File: src/rtl/ptre_pkg.sv
package ptre_pkg;

    localparam logic [1:0] ACT_TICK  = 2'd0;
    localparam logic [1:0] ACT_READ  = 2'd1;
    localparam logic [1:0] ACT_WRITE = 2'd2;

    localparam logic [13:0] ADDR_MODE      = 14'h0000;
    localparam logic [13:0] ADDR_EXT_MODE  = 14'h0002;
    localparam logic [13:0] ADDR_EVENT     = 14'h0003;
    localparam logic [13:0] ADDR_REFERENCE = 14'h0004;
    localparam logic [13:0] ADDR_CAPTURE   = 14'h0008;
    localparam logic [13:0] ADDR_COUNTER   = 14'h000c;

    localparam int RUN_BIT     = 0;
    localparam int EVT_REF_BIT = 1;

    localparam logic [39:0] MIN_PERIOD_CLOCKS = 40'd125;

    typedef struct packed {
        logic [1:0]  action;
        logic [13:0] addr;
        logic [31:0] write_data;
    } in_item_t;

    typedef struct packed {
        logic [31:0] read_data;
        logic        irq;
    } out_item_t;

endpackage

File: src/rtl/ptre_in_reg.sv
module ptre_in_reg (
    input  logic               clk,
    input  logic               rst_n,
    input  logic               in_valid,
    output logic               in_ready,
    input  ptre_pkg::in_item_t in_data,
    input  logic               take,
    output logic               item_valid,
    output ptre_pkg::in_item_t item
);
    import ptre_pkg::*;

    logic     valid_reg;
    logic     valid_next;
    in_item_t item_reg;

    // the slot frees up in the same cycle its item moves on
    assign in_ready   = !valid_reg || take;
    assign valid_next = (in_valid && in_ready) || (valid_reg && !take);

    always_ff @(posedge clk or negedge rst_n)
    begin
        if (!rst_n)
        begin
            valid_reg <= 1'b0;
        end
        else
        begin
            valid_reg <= valid_next;
        end
    end

    always_ff @(posedge clk)
    begin
        if (in_valid && in_ready)
        begin
            item_reg <= in_data;
        end
    end

    assign item_valid = valid_reg;
    assign item       = item_reg;

endmodule

File: src/rtl/ptre_core.sv
module ptre_core (
    input  logic                clk,
    input  logic                rst_n,
    input  logic                exec,
    input  ptre_pkg::in_item_t  item,
    output ptre_pkg::out_item_t result
);
    import ptre_pkg::*;

    logic [15:0] mode_reg,      mode_next;
    logic [7:0]  ext_mode_reg,  ext_mode_next;
    logic [7:0]  event_reg,     event_next;
    logic [31:0] reference_reg, reference_next;
    logic [31:0] capture_reg,   capture_next;
    logic [31:0] count_reg,     count_next;
    logic [7:0]  phase_reg,     phase_next;
    logic [39:0] countdown_reg, countdown_next;
    logic [39:0] period_reg,    period_next;
    logic        active_reg,    active_next;
    logic        irq_reg,       irq_next;

    logic        sel_mode;
    logic [31:0] mul_a;
    logic [8:0]  mul_b;
    logic [39:0] mul_full;
    logic [39:0] arm_period;
    logic        arm_zero;
    logic [31:0] rd;

    // one shared 32x9 multiplier: reference times divisor for any arming write
    assign sel_mode   = (item.addr == ADDR_MODE);
    assign mul_a      = sel_mode ? reference_reg : item.write_data;
    assign mul_b      = sel_mode ? ({1'b0, item.write_data[15:8]} + 9'd1)
                                 : ({1'b0, mode_reg[15:8]} + 9'd1);
    assign mul_full   = {8'd0, mul_a} * {31'd0, mul_b};
    assign arm_period = (mul_full < MIN_PERIOD_CLOCKS) ? MIN_PERIOD_CLOCKS
                                                       : mul_full;
    assign arm_zero   = (mul_a == 32'd0);

    always_comb
    begin
        unique case (item.addr)
            ADDR_MODE:      rd = {16'd0, mode_reg};
            ADDR_EXT_MODE:  rd = {24'd0, ext_mode_reg};
            ADDR_EVENT:     rd = {24'd0, event_reg};
            ADDR_REFERENCE: rd = reference_reg;
            ADDR_CAPTURE:   rd = capture_reg;
            ADDR_COUNTER:   rd = count_reg;
            default:        rd = 32'd0;
        endcase
    end

    always_comb
    begin
        mode_next      = mode_reg;
        ext_mode_next  = ext_mode_reg;
        event_next     = event_reg;
        reference_next = reference_reg;
        capture_next   = capture_reg;
        count_next     = count_reg;
        phase_next     = phase_reg;
        countdown_next = countdown_reg;
        period_next    = period_reg;
        active_next    = active_reg;
        irq_next       = irq_reg;
        result.read_data = 32'd0;

        if (exec)
        begin
            unique case (item.action)
                ACT_TICK:
                begin
                    // phase never exceeds divisor-1, so equality marks the wrap
                    if (phase_reg == mode_reg[15:8])
                    begin
                        phase_next = 8'd0;
                        count_next = count_reg + 32'd1;
                    end
                    else
                    begin
                        phase_next = phase_reg + 8'd1;
                    end
                    if (active_reg)
                    begin
                        if (countdown_reg == 40'd1)
                        begin
                            // run bit is always set while active: re-arm
                            event_next[EVT_REF_BIT] = 1'b1;
                            irq_next                = 1'b1;
                            countdown_next          = period_reg;
                        end
                        else
                        begin
                            countdown_next = countdown_reg - 40'd1;
                        end
                    end
                end
                ACT_READ:
                begin
                    result.read_data = rd;
                end
                ACT_WRITE:
                begin
                    unique case (item.addr)
                        ADDR_MODE:
                        begin
                            phase_next = 8'd0;
                            mode_next  = item.write_data[15:0];
                            if (!item.write_data[RUN_BIT])
                            begin
                                active_next    = 1'b0;
                                countdown_next = 40'd0;
                                irq_next       = 1'b0;
                            end
                            else if (arm_zero)
                            begin
                                active_next    = 1'b0;
                                countdown_next = 40'd0;
                            end
                            else
                            begin
                                active_next    = 1'b1;
                                countdown_next = arm_period;
                                period_next    = arm_period;
                            end
                        end
                        ADDR_EXT_MODE:
                        begin
                            ext_mode_next = item.write_data[7:0];
                        end
                        ADDR_EVENT:
                        begin
                            event_next = event_reg & ~item.write_data[7:0];
                            if (item.write_data[EVT_REF_BIT])
                            begin
                                irq_next = 1'b0;
                            end
                        end
                        ADDR_REFERENCE:
                        begin
                            reference_next = item.write_data;
                            if (mode_reg[RUN_BIT])
                            begin
                                if (arm_zero)
                                begin
                                    active_next    = 1'b0;
                                    countdown_next = 40'd0;
                                end
                                else
                                begin
                                    active_next    = 1'b1;
                                    countdown_next = arm_period;
                                    period_next    = arm_period;
                                end
                            end
                        end
                        ADDR_CAPTURE:
                        begin
                            capture_next = item.write_data;
                        end
                        ADDR_COUNTER:
                        begin
                            count_next = item.write_data;
                            phase_next = 8'd0;
                        end
                        default:
                        begin
                        end
                    endcase
                end
                default:
                begin
                end
            endcase
        end
        result.irq = irq_next;
    end

    always_ff @(posedge clk or negedge rst_n)
    begin
        if (!rst_n)
        begin
            mode_reg      <= 16'd0;
            ext_mode_reg  <= 8'd0;
            event_reg     <= 8'd0;
            reference_reg <= 32'd0;
            capture_reg   <= 32'd0;
            count_reg     <= 32'd0;
            phase_reg     <= 8'd0;
            countdown_reg <= 40'd0;
            period_reg    <= 40'd0;
            active_reg    <= 1'b0;
            irq_reg       <= 1'b0;
        end
        else
        begin
            mode_reg      <= mode_next;
            ext_mode_reg  <= ext_mode_next;
            event_reg     <= event_next;
            reference_reg <= reference_next;
            capture_reg   <= capture_next;
            count_reg     <= count_next;
            phase_reg     <= phase_next;
            countdown_reg <= countdown_next;
            period_reg    <= period_next;
            active_reg    <= active_next;
            irq_reg       <= irq_next;
        end
    end

endmodule

File: src/rtl/ptre_out_reg.sv
module ptre_out_reg (
    input  logic                clk,
    input  logic                rst_n,
    input  logic                load,
    input  ptre_pkg::out_item_t result,
    output logic                can_load,
    output logic                out_valid,
    input  logic                out_ready,
    output ptre_pkg::out_item_t out_data
);
    import ptre_pkg::*;

    logic      valid_reg;
    logic      valid_next;
    out_item_t data_reg;

    assign can_load   = !valid_reg || out_ready;
    assign valid_next = load || (valid_reg && !out_ready);

    always_ff @(posedge clk or negedge rst_n)
    begin
        if (!rst_n)
        begin
            valid_reg <= 1'b0;
        end
        else
        begin
            valid_reg <= valid_next;
        end
    end

    always_ff @(posedge clk)
    begin
        if (load)
        begin
            data_reg <= result;
        end
    end

    assign out_valid = valid_reg;
    assign out_data  = data_reg;

endmodule

File: src/rtl/prescaled_timer_reference_event_unit.sv
// Prescaled timer with reference-compare event, driven by one item per cycle (tick, register
// read or register write). Items are taken at a sustained rate of one per clock while results
// are accepted; each result goes from the input register through one pass of the register
// update logic and its 32x9 reference-times-divisor multiplier into the output register,
// where it is held until out_ready accepts it. The input side stalls only
// while a result sits unaccepted in the output register. Register map by byte offset:
// 0 mode, 2 extmode, 3 event (write-one-to-clear), 4 reference, 8 capture, 12 counter;
// other offsets read zero and ignore writes.
module prescaled_timer_reference_event_unit (
    input  logic                clk,
    input  logic                rst_n,
    input  logic                in_valid,
    output logic                in_ready,
    input  ptre_pkg::in_item_t  in_data,
    output logic                out_valid,
    input  logic                out_ready,
    output ptre_pkg::out_item_t out_data
);
    import ptre_pkg::*;

    logic      item_valid;
    in_item_t  item;
    logic      can_load;
    logic      exec;
    out_item_t result;

    assign exec = item_valid && can_load;

    ptre_in_reg u_in_reg (
        .clk        (clk),
        .rst_n      (rst_n),
        .in_valid   (in_valid),
        .in_ready   (in_ready),
        .in_data    (in_data),
        .take       (exec),
        .item_valid (item_valid),
        .item       (item)
    );

    ptre_core u_core (
        .clk    (clk),
        .rst_n  (rst_n),
        .exec   (exec),
        .item   (item),
        .result (result)
    );

    ptre_out_reg u_out_reg (
        .clk       (clk),
        .rst_n     (rst_n),
        .load      (exec),
        .result    (result),
        .can_load  (can_load),
        .out_valid (out_valid),
        .out_ready (out_ready),
        .out_data  (out_data)
    );

endmodule

File: config.mk
export PLATFORM = sky130hd
export DESIGN_NAME = prescaled_timer_reference_event_unit
export DESIGN_NICKNAME = d
export VERILOG_FILES = /design/src/rtl/ptre_pkg.sv /design/src/rtl/ptre_in_reg.sv /design/src/rtl/ptre_core.sv /design/src/rtl/ptre_out_reg.sv /design/src/rtl/prescaled_timer_reference_event_unit.sv
export SDC_FILE = /design/constraint.sdc
export NUM_CORES = 1
export LEC_CHECK = 0
export CAP_MARGIN = 10
export CORE_UTILIZATION = 60
export CTS_BUF_LIST = sky130_fd_sc_hd__clkbuf_8
export CTS_CLUSTER_DIAMETER = 60
export DETAILED_ROUTE_END_ITERATION = 8
export DONT_BUFFER_PORTS = 1
export PLACE_DENSITY_LB_ADDON = 0.1
export SETUP_SLACK_MARGIN = 0.05
export SKIP_LAST_GASP = 1
export SYNTH_ARGS = -nofsm -noshare
export SYNTH_HDL_FRONTEND = slang
export SYNTH_SLANG_ARGS = --single-unit
File: constraint.sdc
create_clock -name clk -period 18.85 [get_ports clk]
set_clock_uncertainty 0.15 [all_clocks]
set_input_delay 0 -clock clk [delete_from_list [all_inputs] [get_ports clk]]
set_output_delay 0 -clock clk [all_outputs]
set_load 0.02 [all_outputs]
* Word level (Yosys, flattened, before mapping)
Index checks and enable logic that the tools add are counted.
** Storage, ports and cells
- Bits in registers :: 301
- Input bits :: 52
- Logic and storage cells :: 112
- Output and inout port bits :: 35
** Operators by class
- $lt $le $gt $ge :: 1
- $add $sub $neg :: 5
- Reduce and logical (&&, ||, !) cells :: 29
- Multiplexer cells :: 36
- Equal/unequal tests :: 19
- Multiply operators :: 1
- Bitwise logic cells :: 2
** Operators with widths (number)
- 40-bit two-way mux :: 9
- 40-bit one-hot mux with 2 select lines :: 3
- 32-bit one-hot mux with 6 select lines :: 1
- 32-bit two-way mux :: 3
- 32-bit one-hot mux with 2 select lines :: 1
- 40-bit by 1-bit equality test with 1-bit output (second input constant) :: 1
- 40-bit by 7-bit < comparator with 1-bit output (second input constant) :: 1
- 32-bit by 9-bit multiplier with 40-bit output :: 1
- 40-bit by 1-bit subtractor with 40-bit output (second input constant) :: 1
- 32-bit by 1-bit adder with 32-bit output (second input constant) :: 1
- 32-bit zero test :: 1
- 14-bit by 2-bit equality test with 1-bit output (second input constant) :: 2
- 14-bit by 4-bit equality test with 1-bit output (second input constant) :: 2
- 8-bit by 1-bit adder with 9-bit output (second input constant) :: 2
- 3-bit AND reduction :: 6
- 8-bit two-way mux :: 2
- 8-bit one-hot mux with 2 select lines :: 1
- 5-bit AND reduction :: 3
- 14-bit by 3-bit equality test with 1-bit output (second input constant) :: 1
- 14-bit zero test :: 1
- 1-bit two-way mux :: 10
- 9-bit two-way mux :: 1
- 8-bit by 1-bit adder with 8-bit output (second input constant) :: 1
- 8-bit AND :: 1
- 16 further kinds :: 37

* Logic depth before layout (Yosys ltp)
Gate-level depths: netlist of the first run.
- Depth after elaboration :: 9
- Gate-level depth with buffers :: 37
- Mapped depth without buffers :: 30

* Modules after synthesis
Synthesis of the first run repeated with hierarchy kept, for this count alone.
** Unflattened totals
- Cell total of the unflattened synthesis :: 2554
- Area total of the unflattened synthesis :: 24091.9 um^2
** Modules (own cells, without submodules)
- ptre_core :: times used 1, seq. area each 5455.2 um^2, cells each 2465, area an instance 21551.9 um^2
- ptre_in_reg :: times used 1, seq. area each 1466.4 um^2, cells each 52, area an instance 1495.2 um^2
- ptre_out_reg :: times used 1, seq. area each 1016.0 um^2, cells each 36, area an instance 1038.5 um^2
- prescaled_timer_reference_event_unit :: times used 1, seq. area each 0.0 um^2, cells each 1, area an instance 6.3 um^2

* Worst setup path after synthesis of the first run
OpenSTA, ideal clock, no wires.
- Path kind :: register to register
- Start point :: register u_in_reg.item_reg (netlist bit u_in_reg.item[32])
- End point :: register u_core.period_reg[3]
- Arrival :: 8557 ps
- Path buffers :: 5
- Required time :: 18618 ps
- Cell stages (with the launch flop) :: 33
- Slack :: 10061 ps
- Setup time :: 82 ps
- Clock period less this slack :: 8789 ps
- Cells stage by stage :: edfxtp_1 -> nor4_1 -> nand4_2 -> mux2i_1 -> clkbuf_1 -> inv_1 -> ha_1 -> nor2b_1 -> nand4_1 -> xor2_1 -> nor2_1 -> nor2_1 -> clkbuf_1 -> nor2_1 -> fa_1 -> fa_1 -> fa_1 -> inv_1 -> fa_1 -> inv_1 -> ha_1 -> clkbuf_1 -> nand4_1 -> or4b_1 -> nand2_1 -> xor2_1 -> or4_1 -> nor4_1 -> nand4_1 -> or4b_1 -> buf_2 -> buf_6 -> a31oi_2
** On the way
- Cells in the longest elaborated chain, start to end :: 8
- Elaborated cells on any way between the ends :: 16
- Those cells by class :: 1 x mul; 1 x order compare; 3 x eq/ne; 7 x mux; 4 x reduce/logical
** Ends and longest elaborated chain
- start: declaration :: RTL line ptre_in_reg.sv:15 : in_item_t item_reg;
- start signal: assignment :: RTL line ptre_in_reg.sv:37 : item_reg <= in_data;
- 14-bit zero test :: RTL line ptre_core.sv:31, ptre_core.sv:104
- 32-bit two-way mux / 9-bit two-way mux (equally long branches) :: RTL line ptre_core.sv:32, ptre_core.sv:33
- 32-bit by 9-bit multiplier with 40-bit output :: RTL line ptre_core.sv:35 : assign mul_full = {8'd0, mul_a} * {31'd0, mul_b};
- 40-bit by 7-bit < comparator with 1-bit output :: RTL line ptre_core.sv:36 : assign arm_period = (mul_full < MIN_PERIOD_CLOCKS) ? MIN_PERIOD_CLOCKS
- 40-bit two-way mux :: RTL line ptre_core.sv:36
- 40-bit two-way mux :: RTL line ptre_core.sv:115, ptre_core.sv:144
- 40-bit two-way mux (on tied branches) :: RTL line ptre_core.sv:142, ptre_core.sv:109
- 40-bit one-hot mux with 2 select lines :: RTL line ptre_core.sv:104 : unique case (item.addr)
- end signal: assignment :: RTL line ptre_core.sv:205 : period_reg <= period_next;
- end: declaration :: RTL line ptre_core.sv:18 : logic [39:0] period_reg, period_next;
Parallel ways exist; a longest one is shown, timed or not. The select of a mux whose other input is x is not followed.
A chain may end at the register's enable or synchronous reset.

* Worst setup path after layout of the first run
- Start point :: register u_in_reg.item_reg (netlist bit u_in_reg.item[41])
- End point :: register u_core.period_reg[1]
Same word-level chain as after synthesis.

==> key figures, run 1 <==
CTS
  • Clock Path Buffers: 3
  • Root Driver: clkbuf_8
  • CTS Sinks: 301
  • Cts bufs inserted: 52
  • H-tree depth: 2
  • Clock transition at path regs: 70 ps
  • Clk Latency, worst-skew pair: 670 ps
  • CTS tree: built
  • Resized Gates After CTS: 0
  • Post-CTS setup buffers: 0

GRT
  • Tot GR Track Use: 34.2%
  • Vias in the first global route: 20200
  • First-pass GRT wire length: 110000 microns
  • Largest net degree at the start of global routing: 148
  • Overflow after GRT: 0
  • Initial antenna violation count: 1

Timing
  • Final worst path period need: 10850 ps
  • Final Hold Viols: 0
  • Final setup margin: 8000 ps
  • RSZ-0062 raised after global routing: no
  • Worst-Margin Slew: 1250 ps
  • Post-route setup TNS: 0 ps
  • FMAX: 92.1 MHz
  • Hold WS: 112 ps
  • Final setup viols: 0
  • Pins Over Slew Limit: 0
  • Slew headroom: 15.9%
  • Period utilization: 57.6%

Worst setup path
  • Critical path class: reg -> reg
  • Slowest stage delay, CP: 910 ps
  • Type of element launching the critical path: flip-flop
  • Cell repeated most along the worst path: fa_1
  • Worst-path fanout max: 53
  • Crit path capture type: flip-flop
  • CP required: 19250 ps
  • CP Data Arrival Time: 11260 ps
  • CP max-delay cell: o21a_1

Status
  • Status: finished, violations left
  • Failing checks: DRC

Logic synthesis
  • Register area share after synthesis: 32.8%
  • Number of flops mapped to enable cells by yosys: 81
  • Yosys cell types: 79
  • Cell taking the most area after synthesis: dfrtp_1
  • Synth Flop Type: dfrtp_1
  • Cell Area, Synth: 24200 sq um
  • Top post-synthesis cells by area: dfrtp_1 23%, fa_1 17%, edfxtp_1 10%
  • Share of flip-flops with an asynchronous set or reset: 73.1%
  • Synth Instances: 2611
  • Synth top area share: 22.8%
  • Average size of a mapped cell: 9.26 sq um
  • Yosys reg bits: 301
  • Synth warnings: 0
  • Mapped Nets: 2937

Floorplanning
  • Die Footprint: 41100 sq um
  • Chip width: 203 microns
  • Initial Util: 60.8%
  • # IOs: 87
  • Die height: 203 microns
  • Placeable Area: 39700 sq um
  • # rows: 73

Power and ir drop
  • Power per standard cell area: 65.4 nW/um^2
  • Max VDD drop: 0.117 mV
  • Pleak: 12.3 nW

Drt
  • Via/cell ratio: 6.12
  • WL final: 68800 microns
  • Remaining DRCs: 2
  • Drt pass-1 iters: 7
  • Via Count: 19700
  • WL/cell: 21.4 microns
  • Detailed Route Iter0 Violations: 1647
  • ANT nets after route: 0

Placement
  • Placer congestion estimate: 0.909
  • Port Buffers: 0
  • Dpl hpwl: 48400 microns
  • DP Worst Slack: 8200 ps

Worst hold path
  • Hold Crit Class: in -> out

Layout
  • # fillers: 3135
  • Reg area: 7940 sq um
  • Max FFs per register: 48
  • Nets@finish: 2975
  • Most common cell after layout, fill and taps aside: nor2_1
  • Area of the multi-input gates: 14700 sq um
  • Area Overhead vs Synth: 10.2%
  • Commonest cells after routing, fill and taps aside: 337 x nor2_1, 288 x inv_1, 284 x nand2_1, 220 x dfrtp_1, 210 x fa_1
  • Antenna diode count: 0
  • Share of cells above drive strength 1: 10.5%

Job
  • MaxCap Viol Count: 0
synthesized netlist by cell type (all sizes together) (14+ instances only):
cell type  count
dfrtp        220
nand4         34
mux2i         54
inv          271
nor3          36
a22oi         14
xnor2         41
clkbuf       114
a222oi        16
nor2         339
nor4          22
fa           210
nand2        284
nand2b        36
or4           14
o22ai         23
and3          21
nand3         35
nor2b         16
buf           34
o21ai         86
a211oi        27
xor2          38
edfxtp        81
ha            64
mux2         133
a21oi        195
o21a          15
where the power goes:
| group | switching [mW] | total [mW] | internal, mW |
|---|---|---|---|
| clock network | 0.295 | 0.597 | 0.302 |
| logic | 0.177 | 0.309 | 0.133 |
| registers | 0.0920 | 0.835 | 0.743 |
| total | 0.564 | 1.74 | 1.18 |
metrics by stage:
stage | std cells | total power, mW | utilization, % | cell area (sq um)
6_report | 3213 | 1.74 | 67.0 | 26600
4_1_cts | 3213 | 1.74 | 67.0 | 26600
5_1_grt | 3213 | 1.82 | 67.0 | 26600
3_3_place_gp | 3016 | 1.11 | 61.8 | 24500
3_5_place_dp | 3016 | 1.12 | 61.8 | 24500
2_1_floorplan | 2611 | 1.04 | - | 24200
cell families after synthesis:
kind of cell	share of synthesized area (%)
AND/OR/NAND/NOR	16.3
AO/OA/AOI/OAI	12.2
buffers and inverters	6.66
flip-flops	32.8
adder cells (fa/ha/maj)	20.7
multiplexers	8.43
XOR/XNOR	2.86
layer usage:
| metal | GRT usage (%) | vias up | part of all wire [%] | wire (microns) |
|---|---|---|---|---|
| li1 | - | 8885 | - | - |
| met1 | 43.3 | 9816 | 40 | 27700 |
| met3 | 4.38 | 184 | 5.6 | 3880 |
| met4 | 16.2 | 2 | 4.5 | 3080 |
| met2 | 58.3 | 779 | 50 | 34100 |
| met5 | 0 | - | 0.025 | 17 |
final cells by class:
type / count / area share [%]
inverters: 271 / 3.82
repair buffers: 132 / 4.83
flip-flops and latches: 301 / 29.8
well taps: 525 / 2.47
multi-input cells: 1891 / 55.3
clock buffers: 59 / 3.05
clock inverters: 34 / 0.728
critical path: cells and delay by family, from the launching register on:
family,cells,cell delay [ps]
compound gates,5,2320
xor+xnor,2,320
fa+ha+maj,5,2400
buf+inv,4,510
flops,1,440
mux,1,280
simple gates,11,4240
worst paths after layout:
path / slack [ps] / from / endpoint / cells past startpoint
setup / recovery: 8000 / u_in_reg.item[41] / u_core.period_reg[1] / 28
hold / removal: 110 / out_ready / in_ready / 1
setup reg to reg: 8000 / u_in_reg.item[41] / u_core.period_reg[1] / 28
hold reg to reg: 350 / u_core.period_reg[33] / u_core.period_reg[33] / 1
max in group asynchronous: 17390 / rst_n / u_core.period_reg[0] / 4
min in group asynchronous: 360 / rst_n / u_core.countdown_reg[21] / 3
what timing repair did:
item / CTS / global route
hold endpoints to repair: 333 / 0
hold buffers: 104 / 0
endpoints found under the setup margin: 0 / 0
(Power assumes the default switching activity.)
==> inputs of run 2 (changes only) <==
Clock period 18.85 ns to 11.1 ns, I/O delays scaled along.
==> run 2 against run 1 <==
Compared with the run above: the run ends with hold timing left; register-to-register slack worse by 7400 ps; die area unchanged; clock power up 73%; clock-buffer cell count up 3; via count down 0.55%; combinational power up 69%; core utilization up 0.15 points; cell area up 0.23%; critical path type unchanged; critical endpoint unchanged; largest cell class unchanged; highest routed layer is now met4.
==> key figures, run 2 (synthesized netlist as in run 1, its figures left out) <==
Status
  • Status: finished, violations left
  • Failing checks: hold timing

Drt
  • Drt pass-1 iters: 6 (-1)
  • WL final: 68800 microns (about the same)
  • Via Count: 19600 (-0.55%)
  • Via/cell ratio: 6.08 (-0.74%)
  • Remaining DRCs: 0 (-2)
  • ANT nets after route: 0 (unchanged)
  • WL/cell: 21.4 microns (-0.13%)
  • Detailed Route Iter0 Violations: 1772 (+7.6%)

GRT
  • Overflow after GRT: 0 (unchanged)
  • Tot GR Track Use: 34.1% (-0.064 points)
  • First-pass GRT wire length: 109000 microns (-0.65%)
  • Largest net degree at the start of global routing: 221 (+49%)
  • Vias in the first global route: 19700 (-2.1%)
  • Initial antenna violation count: 1 (unchanged)

Power and ir drop
  • Pleak: 12.3 nW (+0.44%)
  • Max VDD drop: 0.121 mV (+3.0%)
  • Tot Pwr: 2.97 mW (+71%)
  • Power per standard cell area: 111 nW/um^2 (+70%)

Timing
  • Period utilization: 95.0% (+37 points)
  • Final setup viols: 0 (unchanged)
  • Post-route setup TNS: 0 ps (unchanged)
  • Slew headroom: 18.1% (+2.3 points)
  • Hold WS: -60.0 ps (-172 ps)
  • Pins Over Slew Limit: 0 (unchanged)
  • Final Hold Viols: 46 (+46)
  • Final worst path period need: 10540 ps (-310 ps)
  • RSZ-0062 raised after global routing: no
  • Worst-Margin Slew: 1230 ps (-24.2 ps)
  • FMAX: 94.8 MHz (+2.9%)

CTS
  • Cts bufs inserted: 52 (unchanged)
  • CTS tree: built
  • Clk Latency, worst-skew pair: 680 ps (about the same)
  • Root Driver: clkbuf_8
  • Clock Path Buffers: 3 (unchanged)
  • Clock transition at path regs: 60 ps (about the same)
  • CTS Sinks: 301 (unchanged)
  • H-tree depth: 2 (unchanged)

Placement
  • Placer congestion estimate: 0.969 (+6.5%)
  • Placed instance area: 24600 sq um (+0.11%)
  • Dpl hpwl: 49100 microns (+1.4%)
  • Cells after DPL: 3019 (+0.099%)
  • Port Buffers: 0 (unchanged)

Worst hold path
  • Hold Crit Class: in -> async

Layout
  • Most common cell after layout, fill and taps aside: nor2_1
  • Max FFs per register: 48 (unchanged)
  • Commonest cells after routing, fill and taps aside: 337 x nor2_1, 295 x inv_1, 284 x nand2_1, 220 x dfrtp_1, 210 x fa_1
  • Non-filler cells, final: 3219 (+0.19%)
  • Share of cells above drive strength 1: 10.7% (+0.24 points)
  • Final Cell Area: 26700 sq um (+0.23%)
  • Antenna diode count: 0 (unchanged)
  • Final core occ: 67.2% (+0.15 points)
  • Area Overhead vs Synth: 10.4%
  • Nets@finish: 2977 (+0.067%)

Floorplanning
  • Placeable Area: 39700 sq um (unchanged)
  • Die Footprint: 41100 sq um (unchanged)
  • Chip width: 203 microns (unchanged)
  • Initial Util: 60.8% (unchanged)
  • # IOs: 87 (unchanged)
  • Die height: 203 microns (unchanged)
  • # rows: 73 (unchanged)

Worst setup path
  • CP max-delay cell: or4b_1
  • CP Data Arrival Time: 10920 ps (-340 ps)
  • CP required: 11480 ps (-7770 ps)
  • Critical path class: reg -> reg
  • Slowest stage delay, CP: 870 ps (-40 ps)
  • Crit path capture type: flip-flop
  • Cell repeated most along the worst path: fa_1
  • Reg2Reg Depth: 29 (+3.6%)
  • Worst-path fanout max: 19 (-64%)
  • Type of element launching the critical path: flip-flop

Job
  • MaxCap Viol Count: 0 (unchanged)
[run 2: changes by cell type in the layout (fill, tap and decap cells not counted), sizes merged]
cell and change:
buf +2, clkinv -6, inv +7, clkbuf +3
[run 2: area by class of cell]
class / instances / area (sq um)
flip-flops and latches: 301 / 7940
fillers: 3148 / 13000
well taps: 525 / 657
inverters: 271 / 1020
clock inverters: 35 / 196
multi-input cells: 1891 / 14700
clock buffers: 62 / 853
repair buffers: 134 / 1280
[run 2: timing repair]
item                                    in CTS  in global routing
endpoints found under the setup margin       0                 14
endpoints found under the hold margin      333                  0
hold buffers                               103                  0
setup buffers                                0                  0
resized for setup                            0                  3
[run 2: critical path, delay by kind of cell (launching register included)]
kind | cells | cell delay (ps)
AND/OR/NAND/NOR | 10 | 3590
flip-flops | 1 | 480
adder cells (fa/ha/maj) | 6 | 2690
AO/OA/AOI/OAI | 7 | 2450
multiplexers | 1 | 310
XOR/XNOR | 1 | 160
buffers and inverters | 4 | 540
[run 2: layer usage]
metal  GRT usage (%)  share of wire (%)
met5               0                  0
met4            14.4                4.0
met3            4.32                5.9
met2            58.4                 50
met1            43.7                 40
[run 2: path summary, 6_finish.rpt]
kind / from / slack, ps / to
max: u_in_reg.item[32] / 560 / u_core.period_reg[1]
min: rst_n / -60 / u_core.countdown_reg[16]
max reg2reg: u_in_reg.item[32] / 560 / u_core.period_reg[1]
min reg2reg: u_in_reg.item_valid / 340 / u_out_reg.out_valid
max in group asynchronous: rst_n / 9840 / u_core.period_reg[16]
min in group clk: out_ready / 100 / in_ready
[run 2: metrics by stage]
step	worst slack, ps	hold slack [ps]
after floorplan	2310	-446
after global placement	716	-441
after detailed placement	607	-440
after CTS	567	3.75
after global routing	129	46.7
final	556	-60.0
[run 2: where the power goes]
part	leakage [nW]	internal, mW	switching [mW]
combinational	8.04	0.224	0.300
sequential	3.66	1.26	0.154
clock	0.624	0.535	0.494
==> inputs of run 3 (changes only) <==
Clock period 11.1 ns to 12.35 ns, I/O delays scaled along.
==> run 3 against run 2 <==
Compared with the run above: hold slack improved by 15 ps; the flow still finishes with violations (hold timing); sequential share of layout area about the same; die area unchanged; worst setup slack improved by 760 ps; power decreased by 9.2%; clock power decreased by 8%; routed wire length decreased by 0.91%; critical path type unchanged; flip-flop and latch count unchanged; sequential power decreased by 11%; register-to-register slack improved by 760 ps; via count decreased by 0.11%.
==> key figures, run 3 (synthesized netlist as in run 1, its figures left out) <==
Layout
  • Most common cell after layout, fill and taps aside: nor2_1
  • # fillers: 3135 (-0.41%)
  • Area Overhead vs Synth: 10.3% (about the same)
  • Antenna diode count: 0 (unchanged)
  • Area of the multi-input gates: 14700 sq um (-0.11%)
  • Max FFs per register: 48 (unchanged)
  • Nets@finish: 2972 (-0.17%)
  • Share of cells above drive strength 1: 10.6% (-0.17 points)
  • Commonest cells after routing, fill and taps aside: 337 x nor2_1, 294 x inv_1, 284 x nand2_1, 220 x dfrtp_1, 210 x fa_1
  • Reg area: 7940 sq um (unchanged)

GRT
  • Tot GR Track Use: 34.2% (+0.090 points)
  • First-pass GRT wire length: 110000 microns (+1.1%)
  • Overflow after GRT: 0 (unchanged)
  • Largest net degree at the start of global routing: 221 (unchanged)
  • Vias in the first global route: 20100 (+1.7%)
  • Initial antenna violation count: 0 (-1)

Timing
  • Post-route setup TNS: 0 ps (unchanged)
  • Final Hold Viols: 44 (-4.3%)
  • Pins Over Slew Limit: 0 (unchanged)
  • FMAX: 90.7 MHz (-4.4%)
  • Slew headroom: 11.8% (-6.4 points)
  • Hold WS: -45.3 ps (+14.7 ps)
  • Period utilization: 89.3% (-5.7 points)
  • Final setup margin: 1320 ps (+764 ps)
  • Final worst path period need: 11030 ps (+486 ps)
  • RSZ-0062 raised after global routing: no
  • Final setup viols: 0 (unchanged)
  • Worst-Margin Slew: 1320 ps (+95.5 ps)

CTS
  • Resized Gates After CTS: 0 (unchanged)
  • CTS tree: built
  • CTS Sinks: 301 (unchanged)
  • Root Driver: clkbuf_8
  • Hold buffer count at CTS: 102 (-0.97%)
  • Clock transition at path regs: 80 ps (+20 ps)
  • Clock Path Buffers: 3 (unchanged)
  • H-tree depth: 2 (unchanged)
  • Post-CTS setup buffers: 0 (unchanged)
  • Cts bufs inserted: 53 (+1.9%)
  • Clk Latency, worst-skew pair: 660 ps (-20 ps)

Floorplanning
  • Placeable Area: 39700 sq um (unchanged)
  • # IOs: 87 (unchanged)
  • Initial Util: 60.8% (unchanged)
  • Chip width: 203 microns (unchanged)
  • # rows: 73 (unchanged)
  • Die Footprint: 41100 sq um (unchanged)
  • Die height: 203 microns (unchanged)

Drt
  • ANT nets after route: 0 (unchanged)
  • Detailed Route Iter0 Violations: 1662 (-6.2%)
  • Drt pass-1 iters: 6 (unchanged)
  • Via Count: 19500 (-0.11%)
  • WL/cell: 21.2 microns (-0.75%)
  • WL final: 68200 microns (-0.91%)
  • Via/cell ratio: 6.08 (about the same)
  • Remaining DRCs: 0 (unchanged)

Worst setup path
  • Slowest stage delay, CP: 860 ps (about the same)
  • Cell repeated most along the worst path: fa_1
  • CP max-delay cell: or4b_1
  • Kind of cell adding the most delay to the critical path: simple AND/OR/NAND/NOR gates
  • CP required: 12730 ps (+1250 ps)
  • Critical path class: reg -> reg
  • Type of element launching the critical path: flip-flop
  • CP Buf/Inv Count: 4 (unchanged)
  • Crit path capture type: flip-flop
  • CP Data Arrival Time: 11410 ps (+490 ps)
  • R2r setup slk: 1320 ps (+760 ps)
  • Worst-path fanout max: 37 (+18)

Placement
  • DP Worst Slack: 1670 ps (+1070 ps)
  • Dpl hpwl: 48500 microns (-1.1%)
  • Placer congestion estimate: 0.948 (-2.1%)
  • Port Buffers: 0 (unchanged)

Power and ir drop
  • Pleak: 12.3 nW (-0.21%)
  • Max VDD drop: 0.147 mV (+22%)
  • Tot Pwr: 2.69 mW (-9.2%)
  • Power per standard cell area: 101 nW/um^2 (-9.2%)

Worst hold path
  • Hold Crit Class: in -> async

Job
  • MaxCap Viol Count: 0 (unchanged)

Status
  • Status: finished, violations left
  • Failing checks: hold timing
-- run 3: cell types whose count changed in the layout (fill, tap and decap cells not counted), moves of 2 or more --
cell,previous run,this run
buf_4,31,26
clkinv_2,5,3
clkinv_8,0,2
clkinvlp_4,2,4
inv_12,2,0
nor4_1,19,21
nor4_2,2,0
-- run 3: report_power, final --
group	internal, mW	total, mW	switching [mW]
registers	1.13	1.27	0.141
logic	0.200	0.468	0.268
clock network	0.507	0.952	0.444
-- run 3: cell type report --
cell class	instances	area share [%]
Inverter	271	3.81
Clock inverter	35	0.854
Tap cell	525	2.46
Timing Repair Buffer	128	4.63
Sequential cell	301	29.8
Clock buffer	63	3.25
Multi-Input combinational cell	1891	55.2
-- run 3: layer usage --
metal  GRT usage (%)  wire length (microns)
met2            57.7                  33700
met3            4.74                   4160
met1            44.1                  27700
met4            15.0                   2580
met5               0                      0
-- run 3: path summary, 6_finish.rpt --
kind                            cells past startpoint             startpoint                      end
max in group asynchronous                           2                  rst_n      u_core.phase_reg[1]
min in group clk                                    1               in_valid        u_in_reg.item[38]
worst min register to register                      1  u_core.period_reg[39]    u_core.period_reg[39]
worst max-delay path                               29      u_in_reg.item[36]  u_core.countdown_reg[1]
worst max register to register                     29      u_in_reg.item[36]  u_core.countdown_reg[1]
worst min-delay path                                2                  rst_n    u_core.period_reg[11]
-- run 3: through the flow --
step / instances / utilization [%] / area [sq um] / hold WS (ps)
after CTS: 3214 / 67.1 / 26700 / 21.7
after floorplan: 2611 / - / 24200 / -446
after global routing: 3214 / 67.1 / 26700 / 50.8
final: 3214 / 67.1 / 26700 / -45.3
after global placement: 3014 / 61.7 / 24500 / -440
after detailed placement: 3014 / 61.7 / 24500 / -441
